===== src/design/rcmv_pkg.sv =====
// ----------------------------------------------------------------------------
// rcmv_pkg: shared types for the rod cutting solver
// Field widths, operation and result codes, controller states and the
// command and status groups between controller and datapath.
// ----------------------------------------------------------------------------
package rcmv_pkg;

	localparam int LEN_W   = 6;
	localparam int PRICE_W = 16;
	localparam int VALUE_W = 21;
	// A price plus a best total, one bit wider than a stored total.
	localparam int SUM_W   = 22;

	localparam logic OP_LOAD  = 1'b0;
	localparam logic OP_SOLVE = 1'b1;

	localparam logic KIND_TOTAL = 1'b0;
	localparam logic KIND_PIECE = 1'b1;

	typedef struct packed {
		logic               operation;
		logic [LEN_W-1:0]   length;
		logic [PRICE_W-1:0] price;
	} req_t;

	typedef struct packed {
		logic               kind;
		logic [VALUE_W-1:0] value;
		logic               last;
	} rsp_t;

	typedef enum logic [2:0] {
		S_IDLE,
		S_SCAN,
		S_DRAIN,
		S_WRITE,
		S_VAL_RD,
		S_VAL_EMIT,
		S_CUT_RD,
		S_CUT_EMIT
	} state_t;

	typedef struct packed {
		logic load_price;
		logic start;
		logic scan_issue;
		logic row_write;
		logic val_read;
		logic val_emit;
		logic cut_read;
		logic cut_emit;
	} ctrl_cmd_t;

	typedef struct packed {
		logic req_zero;
		logic j_last;
		logic i_last;
		logic n_zero;
		logic rem_last;
		logic out_free;
	} dp_status_t;

endpackage


===== src/design/rod_cutting_max_value.sv =====
// ----------------------------------------------------------------------------
// rod_cutting_max_value: best price cut of a rod
// Price loads and rod solves on one request channel; the total and the cut
// pieces leave on the response channel.
// ----------------------------------------------------------------------------
// Usage. A request with operation load stores the price of one piece length
// and is stored when it is taken; a length above MAX_LEN is dropped. A request
// with operation solve fills the best and cut tables for rows 1..n (n is
// saturated to MAX_LEN) and then sends one transfer with the best total,
// followed by one transfer per cut piece; the final transfer has last set.
// Fill: each row i scans its candidate lengths 1..i, then drains the compare
// stage and writes the row; the single read port of the price and best
// memories delivers one candidate per cycle to the add and compare stage.
// Each emitted result then takes one memory read and one output load. A solve
// of length 0 sends only the total 0.
// Stalls: results sit in one output register; while the receiver holds ready
// low the walk waits, and the next request is taken as soon as the last
// result is loaded. Reset clears every price to zero at once and leaves the
// block ready for requests.
// ----------------------------------------------------------------------------
module rod_cutting_max_value #(
	parameter int MAX_LEN = 32
) (
	input  logic            clk,
	input  logic            arst_n,
	input  logic            req_valid,
	output logic            req_ready,
	input  rcmv_pkg::req_t  req,
	output logic            rsp_valid,
	input  logic            rsp_ready,
	output rcmv_pkg::rsp_t  rsp
);
	import rcmv_pkg::*;

	ctrl_cmd_t  cmd;
	dp_status_t status;

	// Sequencer.
	rcmv_ctrl u_ctrl (
		.clk       (clk),
		.arst_n    (arst_n),
		.req_valid (req_valid),
		.req_op    (req.operation),
		.req_ready (req_ready),
		.status    (status),
		.cmd       (cmd)
	);

	// Tables and arithmetic.
	rcmv_dp #(
		.MAX_LEN (MAX_LEN)
	) u_dp (
		.clk       (clk),
		.arst_n    (arst_n),
		.req       (req),
		.rsp_ready (rsp_ready),
		.rsp_valid (rsp_valid),
		.rsp       (rsp),
		.cmd       (cmd),
		.status    (status)
	);

endmodule


===== src/design/rcmv_ctrl.sv =====
// ----------------------------------------------------------------------------
// rcmv_ctrl: sequencing state machine
// Steps the table fill row by row, then emits the total and the cut pieces,
// waiting on the output register whenever the receiver stalls.
// ----------------------------------------------------------------------------
module rcmv_ctrl (
	input  logic                   clk,
	input  logic                   arst_n,
	input  logic                   req_valid,
	input  logic                   req_op,
	output logic                   req_ready,
	input  rcmv_pkg::dp_status_t   status,
	output rcmv_pkg::ctrl_cmd_t    cmd
);
	import rcmv_pkg::*;

	state_t state_q;
	state_t state_d;

	// State register.
	always_ff @(posedge clk or negedge arst_n) begin
		if (!arst_n) begin
			state_q <= S_IDLE;
		end else begin
			state_q <= state_d;
		end
	end

	// Next state.
	always_comb begin
		state_d = state_q;
		case (state_q)
			S_IDLE: begin
				if (req_valid && req_op == OP_SOLVE) begin
					state_d = status.req_zero ? S_VAL_RD : S_SCAN;
				end
			end
			S_SCAN: begin
				if (status.j_last) begin
					state_d = S_DRAIN;
				end
			end
			S_DRAIN: state_d = S_WRITE;
			S_WRITE: begin
				state_d = status.i_last ? S_VAL_RD : S_SCAN;
			end
			S_VAL_RD: state_d = S_VAL_EMIT;
			S_VAL_EMIT: begin
				if (status.out_free) begin
					state_d = status.n_zero ? S_IDLE : S_CUT_RD;
				end
			end
			S_CUT_RD: state_d = S_CUT_EMIT;
			S_CUT_EMIT: begin
				if (status.out_free) begin
					state_d = status.rem_last ? S_IDLE : S_CUT_RD;
				end
			end
			default: state_d = S_IDLE;
		endcase
	end

	// Commands to the datapath.
	always_comb begin
		cmd       = '0;
		req_ready = 1'b0;
		case (state_q)
			S_IDLE: begin
				req_ready      = 1'b1;
				cmd.load_price = req_valid && req_op == OP_LOAD;
				cmd.start      = req_valid && req_op == OP_SOLVE;
			end
			S_SCAN:     cmd.scan_issue = 1'b1;
			S_DRAIN:    cmd            = '0;
			S_WRITE:    cmd.row_write  = 1'b1;
			S_VAL_RD:   cmd.val_read   = 1'b1;
			S_VAL_EMIT: cmd.val_emit   = status.out_free;
			S_CUT_RD:   cmd.cut_read   = 1'b1;
			S_CUT_EMIT: cmd.cut_emit   = status.out_free;
			default:    cmd            = '0;
		endcase
	end

	// A solve transfer always leads straight into the fill or the total read.
	assert property (@(posedge clk) disable iff (!arst_n)
		cmd.start |=> (state_q == S_SCAN || state_q == S_VAL_RD))
		else $error("solve start did not enter fill or total read");

endmodule


===== src/design/rcmv_dp.sv =====
// ----------------------------------------------------------------------------
// rcmv_dp: tables, row scan and result register
// Holds the price, best and cut memories, the pipelined add and compare
// of one candidate per cycle, the walk down the cut table, and the output
// register.
// ----------------------------------------------------------------------------
module rcmv_dp #(
	parameter int MAX_LEN = 32
) (
	input  logic                  clk,
	input  logic                  arst_n,
	input  rcmv_pkg::req_t        req,
	input  logic                  rsp_ready,
	output logic                  rsp_valid,
	output rcmv_pkg::rsp_t        rsp,
	input  rcmv_pkg::ctrl_cmd_t   cmd,
	output rcmv_pkg::dp_status_t  status
);
	import rcmv_pkg::*;

	localparam int DEPTH = MAX_LEN + 1;
	localparam int AW    = $clog2(DEPTH);
	localparam logic [LEN_W-1:0] MAX_LEN_L = LEN_W'(MAX_LEN);

	logic [PRICE_W-1:0] price_mem [0:DEPTH-1];
	logic [DEPTH-1:0]   price_vld_q;
	logic [VALUE_W-1:0] best_mem [0:DEPTH-1];
	logic [AW-1:0]      cut_mem [0:DEPTH-1];

	logic [PRICE_W-1:0] price_rd_q;
	logic [VALUE_W-1:0] best_rd_q;
	logic [AW-1:0]      cut_rd_q;

	logic [AW-1:0] n_q;
	logic [AW-1:0] i_q;
	logic [AW-1:0] j_q;
	logic [AW-1:0] rem_q;

	logic          cmp_vld_s1;
	logic          first_s1;
	logic [AW-1:0] j_s1;
	logic [SUM_W-1:0] top_q;
	logic [AW-1:0]    pick_q;

	logic             rsp_vld_q;
	rsp_t             rsp_q;

	logic [AW-1:0]    n_sat;
	logic [AW-1:0]    best_addr;
	logic [SUM_W-1:0] cand;
	logic [AW-1:0]    piece;
	logic             load_ok;

	// Rod length saturated to the table size; load range check.
	assign n_sat   = (req.length > MAX_LEN_L) ? AW'(MAX_LEN) : req.length[AW-1:0];
	assign load_ok = req.length <= MAX_LEN_L;

	// Price table: entries read as zero until loaded.
	always_ff @(posedge clk or negedge arst_n) begin
		if (!arst_n) begin
			price_vld_q <= '0;
		end else if (cmd.load_price && load_ok) begin
			price_vld_q[req.length[AW-1:0]] <= 1'b1;
		end
	end

	always_ff @(posedge clk) begin
		if (cmd.load_price && load_ok) begin
			price_mem[req.length[AW-1:0]] <= req.price;
		end
		if (cmd.scan_issue) begin
			price_rd_q <= price_vld_q[j_q] ? price_mem[j_q] : '0;
		end
	end

	// Best table: entry 0 is the empty rod and always reads as zero.
	assign best_addr = cmd.val_read ? n_q : (i_q - j_q);

	always_ff @(posedge clk) begin
		if (cmd.row_write) begin
			best_mem[i_q] <= top_q[VALUE_W-1:0];
		end
		if (cmd.scan_issue || cmd.val_read) begin
			best_rd_q <= (best_addr == '0) ? '0 : best_mem[best_addr];
		end
	end

	// Cut table: first piece length that reaches each row's maximum.
	always_ff @(posedge clk) begin
		if (cmd.row_write) begin
			cut_mem[i_q] <= pick_q;
		end
		if (cmd.cut_read) begin
			cut_rd_q <= cut_mem[rem_q];
		end
	end

	// Row and column counters, and the remaining rod during the walk.
	always_ff @(posedge clk) begin
		if (cmd.start) begin
			n_q <= n_sat;
			i_q <= AW'(1);
			j_q <= AW'(1);
		end else if (cmd.row_write) begin
			i_q <= i_q + AW'(1);
			j_q <= AW'(1);
		end else if (cmd.scan_issue) begin
			j_q <= j_q + AW'(1);
		end
		if (cmd.val_emit) begin
			rem_q <= n_q;
		end else if (cmd.cut_emit) begin
			rem_q <= rem_q - piece;
		end
	end

	// Compare stage: one candidate a cycle, in the cycle after the reads.
	always_ff @(posedge clk or negedge arst_n) begin
		if (!arst_n) begin
			cmp_vld_s1 <= 1'b0;
		end else begin
			cmp_vld_s1 <= cmd.scan_issue;
		end
	end

	always_ff @(posedge clk) begin
		if (cmd.scan_issue) begin
			first_s1 <= (j_q == AW'(1));
			j_s1     <= j_q;
		end
	end

	assign cand = SUM_W'(price_rd_q) + SUM_W'(best_rd_q);

	// Strictly greater keeps the first length that reaches the maximum.
	always_ff @(posedge clk) begin
		if (cmp_vld_s1 && (first_s1 || cand > top_q)) begin
			top_q  <= cand;
			pick_q <= j_s1;
		end
	end

	// Piece of the walk: a stored cut that does not fit takes the whole rest.
	assign piece = (cut_rd_q == '0 || cut_rd_q > rem_q) ? rem_q : cut_rd_q;

	// Output register.
	always_ff @(posedge clk or negedge arst_n) begin
		if (!arst_n) begin
			rsp_vld_q <= 1'b0;
		end else if (cmd.val_emit || cmd.cut_emit) begin
			rsp_vld_q <= 1'b1;
		end else if (rsp_ready) begin
			rsp_vld_q <= 1'b0;
		end
	end

	always_ff @(posedge clk) begin
		if (cmd.val_emit) begin
			rsp_q.kind  <= KIND_TOTAL;
			rsp_q.value <= best_rd_q;
			rsp_q.last  <= (n_q == '0);
		end else if (cmd.cut_emit) begin
			rsp_q.kind  <= KIND_PIECE;
			rsp_q.value <= VALUE_W'(piece);
			rsp_q.last  <= (piece == rem_q);
		end
	end

	assign rsp_valid = rsp_vld_q;
	assign rsp       = rsp_q;

	// Status back to the controller.
	assign status.req_zero = (req.length == '0);
	assign status.j_last   = (j_q == i_q);
	assign status.i_last   = (i_q == n_q);
	assign status.n_zero   = (n_q == '0);
	assign status.rem_last = (piece == rem_q);
	assign status.out_free = !rsp_vld_q || rsp_ready;

	// The last candidate of a row is compared before the row is stored.
	assert property (@(posedge clk) disable iff (!arst_n)
		cmd.row_write |-> !cmp_vld_s1)
		else $error("row stored while a compare was still in flight");

	// Every emitted piece is at least one and never longer than the rest.
	assert property (@(posedge clk) disable iff (!arst_n)
		cmd.cut_emit |-> (piece != '0 && piece <= rem_q))
		else $error("cut piece out of range");

	// A new result is loaded only into a free output register.
	assert property (@(posedge clk) disable iff (!arst_n)
		(cmd.val_emit || cmd.cut_emit) |-> (!rsp_vld_q || rsp_ready))
		else $error("result overwrote one not yet taken");

endmodule

===== config.mk =====
export PLATFORM = sky130hd
export DESIGN_NAME = rod_cutting_max_value
export DESIGN_NICKNAME = d
export VERILOG_FILES = /design/src/design/rcmv_pkg.sv /design/src/design/rod_cutting_max_value.sv /design/src/design/rcmv_ctrl.sv /design/src/design/rcmv_dp.sv
export SDC_FILE = /design/constraint.sdc
export NUM_CORES = 2
export LEC_CHECK = 0
export BUFFER_PORTS_ARGS = -buffer_cell sky130_fd_sc_hd__buf_2
export CORE_UTILIZATION = 32
export DETAILED_ROUTE_END_ITERATION = 12
export PLACE_DENSITY_LB_ADDON = 0.1
export SLEW_MARGIN = 20
export SYNTH_ARGS = -nofsm -noshare
export SYNTH_HDL_FRONTEND = slang
export SYNTH_SLANG_ARGS = --single-unit
export TNS_END_PERCENT = 50

===== constraint.sdc =====
create_clock -name clk -period 8.2 [get_ports clk]
set_clock_uncertainty 0.1 [all_clocks]
set_input_delay 1.64 -clock clk [delete_from_list [all_inputs] [get_ports clk]]
set_output_delay 1.64 -clock clk [all_outputs]
set_load 0.02 [all_outputs]

### After elaboration in Yosys (flattened, before gate mapping)

Memory sizes are Yosys's and may differ from the RTL's. A register that Yosys moved wholly into a read port is not among the register bits.
Index checks and enable logic that the tools add are counted.

* reductions and logical operators: 21
* add/sub/neg operators: 5
* order comparisons: 7
* shift-type cells: 0
* eq/ne operators: 15
* multipliers: 0
* divide/modulo/power cells: 0
* bitwise gates (word level): 2
* muxes and demuxes: 33

Operator list (number)
* $mux W22: 2
* $or A33 B33 Y33: 1
* $logic_not A6 Y1: 4
* $mux W3: 8
* $mux W6: 4
* $pmux W3 S8: 1
* $add A16 B21 Y22: 1
* $gt A22 B22 Y1: 1
* $eq A6 B6 Y1: 3
* $mux W1: 15
* $lt A6 B7 Y1 const B: 2
* $add A6 B1 Y6 const B: 2
* $eq A3 B3 Y1 const B: 4
* $sub A6 B6 Y6: 2
* $bmux W1 S6: 1
* $demux W1 S6: 1
* $eq A3 B2 Y1 const B: 2
* $eq A6 B1 Y1 const B: 1
* $ge A6 B1 Y1 const B: 1
* $gt A6 B6 Y1: 1
* $gt A6 B6 Y1 const B: 1
* $le A6 B6 Y1 const B: 1
* $ne A2 B1 Y1 const B: 3
* $logic_and A1 B1 Y1: 5
* 10 further kinds: 16

* latch bits: 0
* output and inout bits: 25
* input bits: 27
* register bits: 120
* bits in read-only memories: 0
* memories kept: 3
* RAM bits: 1419
* word-level logic and storage cells: 101

Memory list
* u_dp.best_mem: words 33, bits a word 21, read ports 1, clocked after memory_dff 1, write ports 1, line rcmv_dp.sv:27 `logic [VALUE_W-1:0] best_mem [0:DEPTH-1];`
* u_dp.price_mem: words 33, bits a word 16, read ports 1, clocked after memory_dff 1, write ports 1, line rcmv_dp.sv:25 `logic [PRICE_W-1:0] price_mem [0:DEPTH-1];`
* u_dp.cut_mem: words 33, bits a word 6, read ports 1, clocked after memory_dff 1, write ports 1, line rcmv_dp.sv:28 `logic [AW-1:0] cut_mem [0:DEPTH-1];`

### Logic depth before layout (Yosys ltp)

* depth after elaboration: 7
* mapped depth: 19
* mapped depth without buffers: 19

### Modules after synthesis

Synthesis repeated with hierarchy kept, for this count alone.

* cell total of the unflattened synthesis: 4036
* area, all modules: 64326.7 µm²

Modules (own cells, without submodules)
* rcmv_dp: area each 64032.7 µm², times used 1, cells an instance 3998, sequential area each 47110.2 µm²
* rcmv_ctrl: area each 294.0 µm², times used 1, cells an instance 38, sequential area each 75.1 µm²

### Worst setup path before layout

Ideal clock, no wire load.

* path kind: register -> register
* from: register u_ctrl.state_q[2]
* to: memory u_dp.best_mem[32][0], enable pin
* arrival time: 4.083 ns
* clock period less this slack: 4.672 ns
* path slack: 3.528 ns
* buffers on the path: 1
* cell stages (with the launch flop): 6
* required time: 7.611 ns
* setup time: 0.489 ns
* cells stage by stage: dfrtp_1 > clkbuf_1 > nand3b_1 > nor2_1 > nand2_1 > nor4b_1

* cells in the longest elaborated chain, start to end: 4

RTL lines
* start, declared: line rcmv_ctrl.sv:17 `state_t state_q;`
* start signal, assigned: line rcmv_ctrl.sv:25 `state_q <= state_d;`
* $eq A3 B2 Y1: line rcmv_ctrl.sv:67 `case (state_q)`
* $mux W1: line rcmv_ctrl.sv:67
* $mux W1: line rcmv_dp.sv:80 `if (cmd.row_write) begin`
* $mux W1 (implied by the code): line rcmv_dp.sv:81 `best_mem[i_q] <= top_q[VALUE_W-1:0];`
* end, declared: line rcmv_dp.sv:27

No other way between the ends.

### Worst setup path in the final report

* from: register u_dp.j_q[1]
* to: register u_dp.best_rd_q[13] (read register of u_dp.best_mem) (data pin)

* cells in the longest elaborated chain, start to end: 3

RTL lines
* start, declared: line rcmv_dp.sv:36 `logic [AW-1:0] j_q;`
* start signal, assigned: line rcmv_dp.sv:108 `j_q <= j_q + AW'(1);`
* $sub A6 B6 Y6 (*): line rcmv_dp.sv:77 `assign best_addr = cmd.val_read ? n_q : (i_q - j_q);`
* $mux W6 (*): line rcmv_dp.sv:77
* $logic_not A6 Y1: line rcmv_dp.sv:84 `best_rd_q <= (best_addr == '0) ? '0 : best_mem[best_addr];`
* end, declared: line rcmv_dp.sv:31 `logic [VALUE_W-1:0] best_rd_q;`

Every way passes the cells marked *; elsewhere a longest branch is shown, timed or not.
A chain may end at the register's enable or synchronous reset.

==> impl_metrics.ini <==
[routing]
drc_errors = 0
drtIter0Drc = 2379
wl_mm = 177
vias = 32151
via_per_inst = 4.97
ant_nets = 0
wl_per_cell_um = 27.3
first_pass_iters = 7

[sta]
min_period_ns = 4.71
slew_violations = 0
worst_slew_pin_slew_ns = 1.05
timing.slew.headroom_pct = 30.1
rsz0062_at_grt = false
max_freq_ghz = 0.212
setup_tns_ns = 0
setup_violations = 0
post-route-period-util_pct = 57.5
finalHoldViolations = 0

[clock_tree]
cts_hold_buffers = 0
cts_tree = yes
worst_skew_pair.late_latency_ns = 0.81
cts.sinks = 1581
cts_made_buffers = 177
cts_root_buffer = clkbuf_16
clkTransAtPathRegs_ns = 0.06
cts_resized = 0
cts_buffer_depth = 3
h-tree-depth = 4
postCtsSetupBuffers = 0

[synth]
synth_cells = 3530
seq_area_frac_synth_pct = 74.9
synthTopCellsByArea = edfxtp_1 (73%), mux4_2 (9.7%), nand2_1 (3.0%)
avgSynthCellArea_um2 = 17.8
yosysTopAreaCellShare_pct = 73.0
syn_nets = 3617
synth_edf_count = 1530
synth_warnings = 0
synth_compound_area_share_pct = 3.16
syn_area_mm2 = 0.0630
synth_xor_area_share_pct = 0.543
synth_mux_area_share_pct = 11.8
synthSimpleGateAreaFrac_pct = 6.59
yosys.area.top_type = edfxtp_1
synth_top_family_by_area = multiplexers
synth_flop_cell = edfxtp_1
synth_fa_ha_area_share_pct = 1.23
yosysUniqueCellTypes = 70
async_flop_share_pct = 2.40
ys_ff_latch = 1581

[placement]
place_congestion = 0.769
portBuffers = 51
post-dp-hpwl_mm = 103
place_inst = 6142

[run]
maxCapViolCount = 0

[critical_path]
cp.arrival_ns = 5.26
cp.required_ns = 8.75
critPathKind = flop to flop
end_kind = flop
cp-start-kind = flop
r2r_setup_slack_ns = 3.49
crit_slowest_cell = a311oi_1
cpPeakStageDelay_ns = 0.79
crit_fanout = 79
crit_chain = inv_1 > fa_1 > mux2_8 > buf_4 > nand2_1 > and3_1 > a311oi_1 > o21ai_0 > nand4_1

[power_and_ir_drop]
ir_drop_mv = 0.652
leakagePower_nw = 24.1
power_density_mw_per_mm2 = 413

[layout]
most-common-layout-cells = edfxtp_1 (1530), nand2_1 (494), mux4_2 (270)
utilization_pct = 37.2
area_growth_pct = 15.2
drive_above_1_share_pct = 21.1
nets = 3793
stdcell_count = 6466
final_common_cell = edfxtp_1

[floorplan]
die_y_um = 446
rows = 162
pin_count = 52
start_util_pct = 32.3
core_area_mm2 = 0.195
dieWidth_um = 446
design.die.area_mm2 = 0.198

[global_route]
grt_pass1_wl_mm = 252
track_usage_pct = 17.9
grt_max_degree = 115
antenna_found_initial = 16
gr-total-overflow = 0
grt_pass1_vias = 33201

[min_path]
hold_class = flop to flop

[status]
status = complete, no violations
path summary, 6_finish.rpt:
| path | cells past startpoint | end | startpoint |
|---|---|---|---|
| setup / recovery | 9 | u_dp.best_rd_q[13] | u_dp.j_q[1] |
| hold / removal | 0 | u_dp.pick_q[5] | u_dp.j_s1[5] |
| setup reg to reg | 9 | u_dp.best_rd_q[13] | u_dp.j_q[1] |
| hold reg to reg | 0 | u_dp.pick_q[5] | u_dp.j_s1[5] |
| max in group asynchronous | 2 | u_dp.price_vld_q[24] | arst_n |
| min in group asynchronous | 2 | u_dp.price_vld_q[32] | arst_n |
power by group:
group / total [mW] / switching, mW / internal [mW] / leakage (nW)
clock: 7.52 / 3.24 / 4.27 / 2.62
combinational: 11.7 / 7.64 / 4.05 / 7.00
sequential: 10.7 / 0.546 / 10.2 / 14.4
total: 29.9 / 11.4 / 18.5 / 24.1
final cells by class:
class	count	area, um^2
fillers	18112	123000
diodes	2	5.00
well taps	2624	3280
inverters	50	189
clock inverters	89	726
repair buffers	178	1340
multi-input cells	1718	15200
flip-flops and latches	1581	47200
clock buffers	224	4640
registers in the layout, indices dropped and copies added, names as in the netlist:
| signal | cells |
|---|---|
| u_dp.best_mem | 692 |
| u_dp.price_mem | 528 |
| u_dp.cut_mem | 198 |
| u_dp.price_vld_q | 33 |
| u_dp.rsp | 23 |
| u_dp.top_q | 22 |
| u_dp.best_rd_q | 21 |
| u_dp.price_rd_q | 16 |
| u_dp.cut_rd_q | 6 |
| u_dp.i_q | 6 |
| u_dp.j_q | 6 |
| u_dp.j_s1 | 6 |
| u_dp.n_q | 6 |
| u_dp.pick_q | 6 |
| u_dp.rem_q | 6 |
| u_ctrl.state_q | 3 |
| u_dp.cmp_vld_s1 | 1 |
| u_dp.first_s1 | 1 |
| u_dp.rsp_valid | 1 |
cell usage after synthesis (all sizes together), types with 4 or more instances:
cell type / number
nand4: 32
a21o: 23
a22oi: 21
dfrtp: 38
or3: 7
nor2: 128
mux2i: 135
a21oi: 70
inv: 50
xnor2: 24
dfxtp: 13
nor3: 18
or2: 35
a211oi: 5
mux4: 270
and2: 16
nor3b: 5
nor2b: 13
a32oi: 41
buf: 107
and3: 48
nand3: 103
ha: 57
o21ai: 52
a31oi: 4
xor2: 15
nand2b: 9
nand3b: 7
clkbuf: 74
nand2: 495
edfxtp: 1530
a311oi: 46
cell families (layout without fill, tap and decap cells):
family | count (synthesis) | in the layout
compound gates | 286 | 286
xor+xnor | 39 | 39
fa+ha+maj | 60 | 60
buf+inv | 231 | 541
flops | 1581 | 1581
mux | 407 | 407
other cells | 0 | 2
simple gates | 926 | 926
worst max-delay path: cells and delay by family, from the launching register on:
kind / cells / cell delay (ns)
compound gates: 2 / 0.99
buf+inv: 2 / 0.93
fa+ha+maj: 1 / 0.70
flops: 1 / 0.67
mux: 1 / 0.61
simple gates: 3 / 0.45
per-stage QoR:
stage / area [um^2] / hold slack, ns / power (mW) / setup slack, ns
after floorplan: 63000 / 0.300 / 18.4 / 3.53
after global placement: 67000 / 0.311 / 22.7 / 3.50
after detailed placement: 67000 / 0.315 / 22.7 / 3.46
after CTS: 72400 / 0.325 / 30.3 / 3.44
after global routing: 72500 / 0.338 / 31.6 / 3.13
final: 72500 / 0.322 / 29.9 / 3.49
layer usage:
layer	vias to the layer above	routed length, um	GRT usage (%)
li1	14300	-	-
met3	234	8840	3.66
met5	-	128	0
met2	662	87000	30.0
met1	16935	76700	23.6
met4	20	3940	4.64
Power figures use the tool's default switching activity.
